### config.mk
export PLATFORM = sky130hd
export DESIGN_NAME = pump_run_cycle_monitor
export DESIGN_NICKNAME = d
export VERILOG_FILES = /design/src/sv/prcm_pkg.sv /design/src/sv/prcm_edge_track.sv /design/src/sv/pump_run_cycle_monitor.sv
export VERILOG_INCLUDE_DIRS = /design/src /design/src/sv
export SDC_FILE = /design/constraint.sdc
export NUM_CORES = 2
export LEC_CHECK = 0
export BUFFER_PORTS_ARGS = -buffer_cell sky130_fd_sc_hd__buf_2
export CAP_MARGIN = 20
export CORE_UTILIZATION = 55
export CTS_CLUSTER_DIAMETER = 50
export CTS_CLUSTER_SIZE = 8
export DETAILED_ROUTE_END_ITERATION = 7
export GPL_ROUTABILITY_DRIVEN = 0
export PLACE_DENSITY = 0.82
export SLEW_MARGIN = 20
export SYNTH_ARGS = -nofsm -noshare
export SYNTH_HDL_FRONTEND = slang
export SYNTH_SLANG_ARGS = --single-unit
### constraint.sdc
create_clock -name clk_i -period 32.1 [get_ports clk_i]
set_clock_uncertainty 0.05 [all_clocks]
set_input_delay 1.605 -clock clk_i [delete_from_list [all_inputs] [get_ports clk_i]]
set_output_delay 1.605 -clock clk_i [all_outputs]
set_load 0.005 [all_outputs]
### src/sv/pump_run_cycle_monitor_defines.svh
// assertion helpers shared by the pump monitor rtl
`ifndef PUMP_RUN_CYCLE_MONITOR_DEFINES_SVH
`define PUMP_RUN_CYCLE_MONITOR_DEFINES_SVH

// same-cycle implication, checked out of reset
`define PRCM_ASSERT_NOW(label, clk, rst_n, ante, cons, msg) \
  label: assert property (@(posedge clk) disable iff (!rst_n) (ante) |-> (cons)) \
    else $error(msg);

// next-cycle implication, checked out of reset
`define PRCM_ASSERT_NEXT(label, clk, rst_n, ante, cons, msg) \
  label: assert property (@(posedge clk) disable iff (!rst_n) (ante) |=> (cons)) \
    else $error(msg);

`endif

### src/sv/prcm_pkg.sv
`timescale 1ns / 1ps

package prcm_pkg;

  localparam int unsigned TimeW   = 32;
  localparam int unsigned DebW    = 16;
  localparam int unsigned SecW    = 23;
  localparam int unsigned CfgIdxW = 2;
  localparam int unsigned CfgW    = 32;

  localparam logic [CfgIdxW-1:0] CFG_DEBOUNCE      = 2'd0;
  localparam logic [CfgIdxW-1:0] CFG_ACTIVE_LEVEL  = 2'd1;
  localparam logic [CfgIdxW-1:0] CFG_SAVE_INTERVAL = 2'd2;

  localparam logic [DebW-1:0]  DEBOUNCE_RST      = 16'd50;
  localparam logic [TimeW-1:0] SAVE_INTERVAL_RST = 32'd300000;

  // floor(x / 1000) == (x * RECIP_1000) >> RECIP_SHIFT for any 32-bit x
  localparam int unsigned RecipW      = 29;
  localparam int unsigned RECIP_SHIFT = 38;
  localparam int unsigned ProdW       = TimeW + RecipW;
  localparam logic [RecipW-1:0] RECIP_1000 = 29'd274877907;

  typedef struct packed {
    logic [DebW-1:0]  debounce_ms;
    logic             active_level;
    logic [TimeW-1:0] save_interval_ms;
  } cfg_t;

  typedef struct packed {
    logic             pump_on;
    logic             pump_started;
    logic             pump_stopped;
    logic [TimeW-1:0] cycle_count;
    logic [TimeW-1:0] run_ms;
    logic [TimeW-1:0] current_run_ms;
    logic             save_due;
  } edge_res_t;

endpackage

### src/sv/prcm_edge_track.sv
`timescale 1ns / 1ps

module prcm_edge_track import prcm_pkg::*; (
  input  logic             clk_i,
  input  logic             rst_ni,
  input  logic             en_i,
  input  logic             smp_vld_i,
  input  logic [TimeW-1:0] now_ms_i,
  input  logic             pin_level_i,
  input  cfg_t             cfg_i,
  output edge_res_t        res_o
);

  logic             acc_level_q, acc_level_d;
  logic [TimeW-1:0] last_edge_q, last_edge_d;
  logic             running_q, running_d;
  logic [TimeW-1:0] start_time_q, start_time_d;
  logic [TimeW-1:0] starts_q, starts_d;
  logic [TimeW-1:0] last_save_q, last_save_d;
  edge_res_t        res_q, res_d;

  logic             act;
  logic             edge_ok;
  logic             start;
  logic             stop;
  logic             save;
  logic [TimeW-1:0] edge_gap;
  logic [TimeW-1:0] run_gap;
  logic [TimeW-1:0] save_gap;

  always_comb begin
    act      = (pin_level_i == cfg_i.active_level);
    edge_gap = now_ms_i - last_edge_q;
    run_gap  = now_ms_i - start_time_q;
    save_gap = now_ms_i - last_save_q;
    edge_ok  = (act != acc_level_q) && (edge_gap >= TimeW'(cfg_i.debounce_ms));
    start    = edge_ok && act && !running_q;
    stop     = edge_ok && !act && running_q;
    save     = (save_gap >= cfg_i.save_interval_ms);

    acc_level_d  = edge_ok ? act : acc_level_q;
    last_edge_d  = edge_ok ? now_ms_i : last_edge_q;
    running_d    = start ? 1'b1 : (stop ? 1'b0 : running_q);
    start_time_d = start ? now_ms_i : start_time_q;
    starts_d     = starts_q + TimeW'(start);
    last_save_d  = save ? now_ms_i : last_save_q;

    res_d.pump_on        = running_d;
    res_d.pump_started   = start;
    res_d.pump_stopped   = stop;
    res_d.cycle_count    = starts_d;
    res_d.run_ms         = run_gap;
    res_d.current_run_ms = (running_q && !stop) ? run_gap : '0;
    res_d.save_due       = save;
  end

  always_ff @(posedge clk_i or negedge rst_ni) begin
    if (!rst_ni) begin
      acc_level_q  <= 1'b0;
      last_edge_q  <= '0;
      running_q    <= 1'b0;
      start_time_q <= '0;
      starts_q     <= '0;
      last_save_q  <= '0;
    end else if (en_i && smp_vld_i) begin
      acc_level_q  <= acc_level_d;
      last_edge_q  <= last_edge_d;
      running_q    <= running_d;
      start_time_q <= start_time_d;
      starts_q     <= starts_d;
      last_save_q  <= last_save_d;
    end
  end

  always_ff @(posedge clk_i) begin
    if (en_i) begin
      res_q <= res_d;
    end
  end

  assign res_o = res_q;

endmodule

### src/sv/pump_run_cycle_monitor.sv
// pump run-time and start counter
// input channel: one transfer per sample, now_ms_i (free-running ms time)
// and pin_level_i (raw indicator level), valid/ready
// output channel: one transfer per sample with the debounced run flag,
// start/stop pulses, start count, total and last run seconds, live run
// length in ms and a save-due pulse, valid/ready
// config port: cfg_we_i writes cfg_wdata_i to register cfg_addr_i at once
// (0 debounce ms, 1 active level, 2 save interval ms); the user must write
// only while idle, which the block does not enforce; one sample is taken
// every cycle unless the receiver stalls; the pipeline is input register,
// edge/state stage, reciprocal multiply for the ms-to-seconds step, then
// the result register where the seconds total is summed
// when the receiver stalls the whole pipeline holds and in_ready_o drops;
// it rises again in the cycle the waiting result is taken
// reset clears all counters and the run state and loads the register
// defaults (50 ms debounce, active low, 300000 ms save interval)
`timescale 1ns / 1ps

`include "pump_run_cycle_monitor_defines.svh"

module pump_run_cycle_monitor import prcm_pkg::*; (
  input  logic               clk_i,
  input  logic               rst_ni,
  input  logic               cfg_we_i,
  input  logic [CfgIdxW-1:0] cfg_addr_i,
  input  logic [CfgW-1:0]    cfg_wdata_i,
  input  logic               in_valid_i,
  output logic               in_ready_o,
  input  logic [TimeW-1:0]   now_ms_i,
  input  logic               pin_level_i,
  output logic               out_valid_o,
  input  logic               out_ready_i,
  output logic               pump_on_o,
  output logic               pump_started_o,
  output logic               pump_stopped_o,
  output logic [TimeW-1:0]   cycle_count_o,
  output logic [TimeW-1:0]   on_time_sec_o,
  output logic [SecW-1:0]    last_run_sec_o,
  output logic [TimeW-1:0]   current_run_ms_o,
  output logic               save_due_o
);

  cfg_t             cfg_q;
  logic             en;

  logic             in_vld_q;
  logic [TimeW-1:0] now_q;
  logic             lvl_q;

  logic             s1_vld_q;
  edge_res_t        s1_res;

  logic             s2_vld_q;
  edge_res_t        s2_res_q;
  logic [ProdW-1:0] prod_q, prod_d;

  logic             out_vld_q;
  logic [SecW-1:0]  secs;

  assign en         = !out_vld_q || out_ready_i;
  assign in_ready_o = en;

  // config registers
  always_ff @(posedge clk_i or negedge rst_ni) begin
    if (!rst_ni) begin
      cfg_q.debounce_ms      <= DEBOUNCE_RST;
      cfg_q.active_level     <= 1'b0;
      cfg_q.save_interval_ms <= SAVE_INTERVAL_RST;
    end else if (cfg_we_i) begin
      case (cfg_addr_i)
        CFG_DEBOUNCE:      cfg_q.debounce_ms      <= cfg_wdata_i[DebW-1:0];
        CFG_ACTIVE_LEVEL:  cfg_q.active_level     <= cfg_wdata_i[0];
        CFG_SAVE_INTERVAL: cfg_q.save_interval_ms <= cfg_wdata_i[TimeW-1:0];
        default: ;
      endcase
    end
  end

  // pipeline valids
  always_ff @(posedge clk_i or negedge rst_ni) begin
    if (!rst_ni) begin
      in_vld_q  <= 1'b0;
      s1_vld_q  <= 1'b0;
      s2_vld_q  <= 1'b0;
      out_vld_q <= 1'b0;
    end else if (en) begin
      in_vld_q  <= in_valid_i;
      s1_vld_q  <= in_vld_q;
      s2_vld_q  <= s1_vld_q;
      out_vld_q <= s2_vld_q;
    end
  end

  // input register
  always_ff @(posedge clk_i) begin
    if (en) begin
      now_q <= now_ms_i;
      lvl_q <= pin_level_i;
    end
  end

  prcm_edge_track u_edge_track (
    .clk_i       (clk_i),
    .rst_ni      (rst_ni),
    .en_i        (en),
    .smp_vld_i   (in_vld_q),
    .now_ms_i    (now_q),
    .pin_level_i (lvl_q),
    .cfg_i       (cfg_q),
    .res_o       (s1_res)
  );

  // ms to seconds by reciprocal multiply
  assign prod_d = ProdW'(s1_res.run_ms) * ProdW'(RECIP_1000);

  always_ff @(posedge clk_i) begin
    if (en) begin
      prod_q   <= prod_d;
      s2_res_q <= s1_res;
    end
  end

  assign secs = prod_q[RECIP_SHIFT +: SecW];

  // result register, seconds totals live here
  always_ff @(posedge clk_i or negedge rst_ni) begin
    if (!rst_ni) begin
      on_time_sec_o  <= '0;
      last_run_sec_o <= '0;
    end else if (en && s2_vld_q && s2_res_q.pump_stopped) begin
      on_time_sec_o  <= on_time_sec_o + TimeW'(secs);
      last_run_sec_o <= secs;
    end
  end

  always_ff @(posedge clk_i) begin
    if (en) begin
      pump_on_o        <= s2_res_q.pump_on;
      pump_started_o   <= s2_res_q.pump_started;
      pump_stopped_o   <= s2_res_q.pump_stopped;
      cycle_count_o    <= s2_res_q.cycle_count;
      current_run_ms_o <= s2_res_q.current_run_ms;
      save_due_o       <= s2_res_q.save_due;
    end
  end

  assign out_valid_o = out_vld_q;

  `PRCM_ASSERT_NOW(a_start_stop_excl, clk_i, rst_ni, out_valid_o,
    !(pump_started_o && pump_stopped_o), "start and stop in one transfer")
  `PRCM_ASSERT_NOW(a_start_runs, clk_i, rst_ni, out_valid_o && pump_started_o,
    pump_on_o && (current_run_ms_o == '0), "start without running flag")
  `PRCM_ASSERT_NOW(a_idle_zero_run, clk_i, rst_ni, out_valid_o && !pump_on_o,
    current_run_ms_o == '0, "run length while stopped")
  `PRCM_ASSERT_NEXT(a_total_only_on_stop, clk_i, rst_ni, !(en && s2_vld_q && s2_res_q.pump_stopped),
    $stable(on_time_sec_o) && $stable(last_run_sec_o), "seconds total moved without stop")

endmodule

==> flow_metrics.py <==
metrics = {
    "status": {
        "status": "complete, no violations",
    },
    "detailed_routing": {
        "ant_nets": 0,
        "firstDrtPassIters": 5,
        "drt-total-wl_microns": 89600,
        "vias": 26165,
        "avgRoutedWirePerCell_microns": 19.0,
        "routed_via_density": 5.54,
        "drc": 0,
        "drtIter0Drc": 1622,
    },
    "critical_path": {
        "critPathLaunch": "u_edge_track.res_o[45]$_DFFE_PN_",
        "r2r_start": "u_edge_track.res_o[45]$_DFFE_PN_",
        "end_kind": "flop",
        "cp_data_arrival_time_ns": 8.46,
        "r2r-end": "prod_q[59]$_DFFE_PN_",
        "cp_slowest_stage_delay_ns": 0.76,
        "cp.required_ns": 32.41,
        "crit_type": "flop to flop",
        "crit_end": "prod_q[59]$_DFFE_PN_",
        "worstRegToRegCells": 25,
        "slowest_stage": "edfxtp_1",
        "r2r_setup_slack_ns": 23.95,
        "cp_common_cell": "fa_1",
        "cp-start-kind": "flop",
        "worstPathMaxFanout": 11,
    },
    "synth": {
        "synthArstFlopShare_pct": 44.9,
        "synth_cells": 3460,
        "syn_nets": 4388,
        "yosysSeqAreaShare_pct": 37.2,
        "synth_area_leaders": "edfxtp_1 22%, ha_1 18%, fa_1 15%, dfrtp_1 14%, inv_1 6.6%",
        "synth_top_flop_cell": "edfxtp_1",
        "syn_area_sq_um": 39600,
        "synth_edf_count": 292,
        "yosysTopAreaCellShare_pct": 22.1,
        "ys_warn_count": 0,
        "syn_area_per_cell_sq_um": 11.4,
        "synth.largest_area_cell": "edfxtp_1",
        "synthDistinctLibCells": 85,
        "ys_seq_elements": 530,
    },
    "placed_design": {
        "dp.cells": 4574,
        "io_buffers": 196,
        "dp_hpwl_microns": 68200,
    },
    "die": {
        "dieArea_sq_um": 73100,
        "die_x_microns": 270,
        "rows": 98,
        "start_util_pct": 55.5,
        "core_sq_um": 71400,
        "dieHeight_microns": 270,
        "io_pins": 197,
    },
    "clock_network": {
        "cts_resized": 0,
        "cts_hold_buf": 0,
        "cts_setup_buffers": 0,
        "clock_latency_ns": 0.67,
        "cts.clk_slew.worst_paths_ns": 0.05,
        "clockBufferDepth": 3,
        "cts_tree": "built",
        "h-tree-depth": 3,
        "cts_buffers": 82,
        "root_buffer": "clkbuf_16",
        "cts.sink_count": 530,
    },
    "cells_and_area": {
        "instances_no_fill": 4722,
        "multi_input_area_sq_um": 22100,
        "fillers": 5352,
        "areaGrowthSynthToFinish_pct": 11.9,
        "seq_area_sq_um": 14700,
        "n_antenna_cell": 0,
        "layout.nets": 4636,
        "drive_gt1_share_pct": 12.1,
    },
    "timing": {
        "slew_headroom_pct": 29.8,
        "max_freq_mhz": 123,
        "finalCritPeriodShare_pct": 25.4,
        "hold_viol_final": 0,
        "setup_viol": 0,
        "report.final.slew_viol_count": 0,
        "rsz0062_at_grt": "false",
        "period_needed_ns": 8.15,
        "tns_ns": 0,
        "worst-slew-pin-transition_ns": 1.05,
    },
    "global_route": {
        "overflow": 0,
        "antenna_found_initial": 2,
        "grt_pass1_vias": 27318,
        "grt_max_degree": 141,
        "grt_usage_pct": 25.0,
        "grt_pass1_wl_microns": 143000,
    },
    "job": {
        "maxCapViolations": 0,
    },
    "worst_hold_path": {
        "hold_class": "flop to flop",
    },
}
-- stage by stage --
stage                     cell area, sq um  hold WS [ns]  setup WS, ns  utilization [%]
after detailed placement             41700         0.355         24.08             58.4
final                                44300         0.332         23.95             62.1
after global routing                 44300         0.343         23.65             62.1
after CTS                            44300         0.323         24.03             62.1
after floorplan                      39600         0.350         20.03                -
after global placement               41700         0.351         24.37             58.4
-- synth_stat cells, types with 6 or more instances --
library cell  instances
clkbuf_1             33
o211ai_1              8
o21a_1               27
buf_6                 6
o21ai_1              12
inv_1               692
a211oi_1             15
nand2b_1             25
dfrtp_1             227
mux2_1               26
o31ai_1               9
o21bai_1             13
nor3b_1               9
o2111ai_1             9
and2_1                7
dfstp_2              11
and3_1               26
a21oi_1             115
nand4_1              17
mux2_4               38
o21ai_0              90
a21o_1               90
ha_1                554
nor3_1               24
and4_1                6
nor4_1                6
nand2_1             210
a31oi_1              17
xor2_1               77
xnor2_1             106
nor2b_1              56
fa_1                302
mux2i_1               6
nor2_1               92
edfxtp_1            292
nand3_1              39
mux2_2               67
-- worst min path at each step --
stage | endpoint | depth (start not counted) | start
CTS | s2_res_q[16]$_DFFE_PN_ | 0 | u_edge_track.res_o[16]$_SDFFCE_PN0N_
floorplan | current_run_ms_o[0]$_DFFE_PN_ | 0 | s2_res_q[1]$_DFFE_PN_
detailed placement | current_run_ms_o[1]$_DFFE_PN_ | 0 | s2_res_q[2]$_DFFE_PN_
global route | s2_res_q[16]$_DFFE_PN_ | 0 | u_edge_track.res_o[16]$_SDFFCE_PN0N_
global placement | cycle_count_o[31]$_DFFE_PN_ | 0 | s2_res_q[96]$_DFFE_PN_
finish | s2_res_q[16]$_DFFE_PN_ | 0 | u_edge_track.res_o[16]$_SDFFCE_PN0N_
-- critical path: cells and delay by family, from the launching register on --
| kind | cells | cell delay [ns] |
|---|---|---|
| buffers and inverters | 4 | 0.21 |
| DFF | 1 | 0.76 |
| AOI/OAI and AO/OA | 8 | 1.85 |
| adders and majority gates | 9 | 4.00 |
| xor gates and xnor gates | 1 | 0.15 |
| and+or+nand+nor | 3 | 0.83 |
-- cells by family after synthesis --
logic type | after synthesis | share of synthesized area (%)
AO/OA/AOI/OAI | 473 | 7.94
XOR/XNOR | 183 | 4.05
adder cells (fa/ha/maj) | 856 | 32.8
buffers and inverters | 738 | 7.12
flip-flops | 530 | 37.2
multiplexers | 137 | 4.24
AND/OR/NAND/NOR | 543 | 6.64
-- registers in the layout, indices dropped and copies added (netlist names), 23 cells and up --
name / flops
cycle_count_o: 32
u_edge_track.res_o: 100
current_run_ms_o: 32
last_run_sec_o: 23
u_edge_track.start_time_q: 32
s2_res_q: 68
u_edge_track.starts_q: 32
now_q: 32
prod_q: 23
cfg_q: 49
u_edge_track.last_edge_q: 32
on_time_sec_o: 32
u_edge_track.last_save_q: 32
-- metal layers --
layer / GRT usage [%] / wire length (microns)
met1: 30.9 / 35800
met2: 42.7 / 44400
met3: 4.10 / 5410
met4: 11.9 / 4030
met5: 0 / 10
-- final cells by class --
cell class              instances  share of cell area (%)
multi-input cells            2192                    49.8
flip-flops and latches        530                    33.3
inverters                     692                    5.86
clock buffers                 131                    5.14
well taps                     950                    2.68
repair buffers                210                    2.50
clock inverters                17                   0.777
-- cells in the final DEF (no fill, tap or decap), types with 67 or more instances in the layout --
| cell type | instances |
|---|---|
| inv_1 | 692 |
| ha_1 | 554 |
| fa_1 | 302 |
| edfxtp_1 | 292 |
| dfrtp_1 | 227 |
| nand2_1 | 210 |
| buf_2 | 195 |
| a21oi_1 | 115 |
| xnor2_1 | 106 |
| nor2_1 | 92 |
| a21o_1 | 90 |
| o21ai_0 | 90 |
| clkbuf_16 | 82 |
| xor2_1 | 77 |
| mux2_2 | 67 |
Power is not shown: default switching activity piles up to over one toggle a cycle in this logic, so the estimate is an artifact.
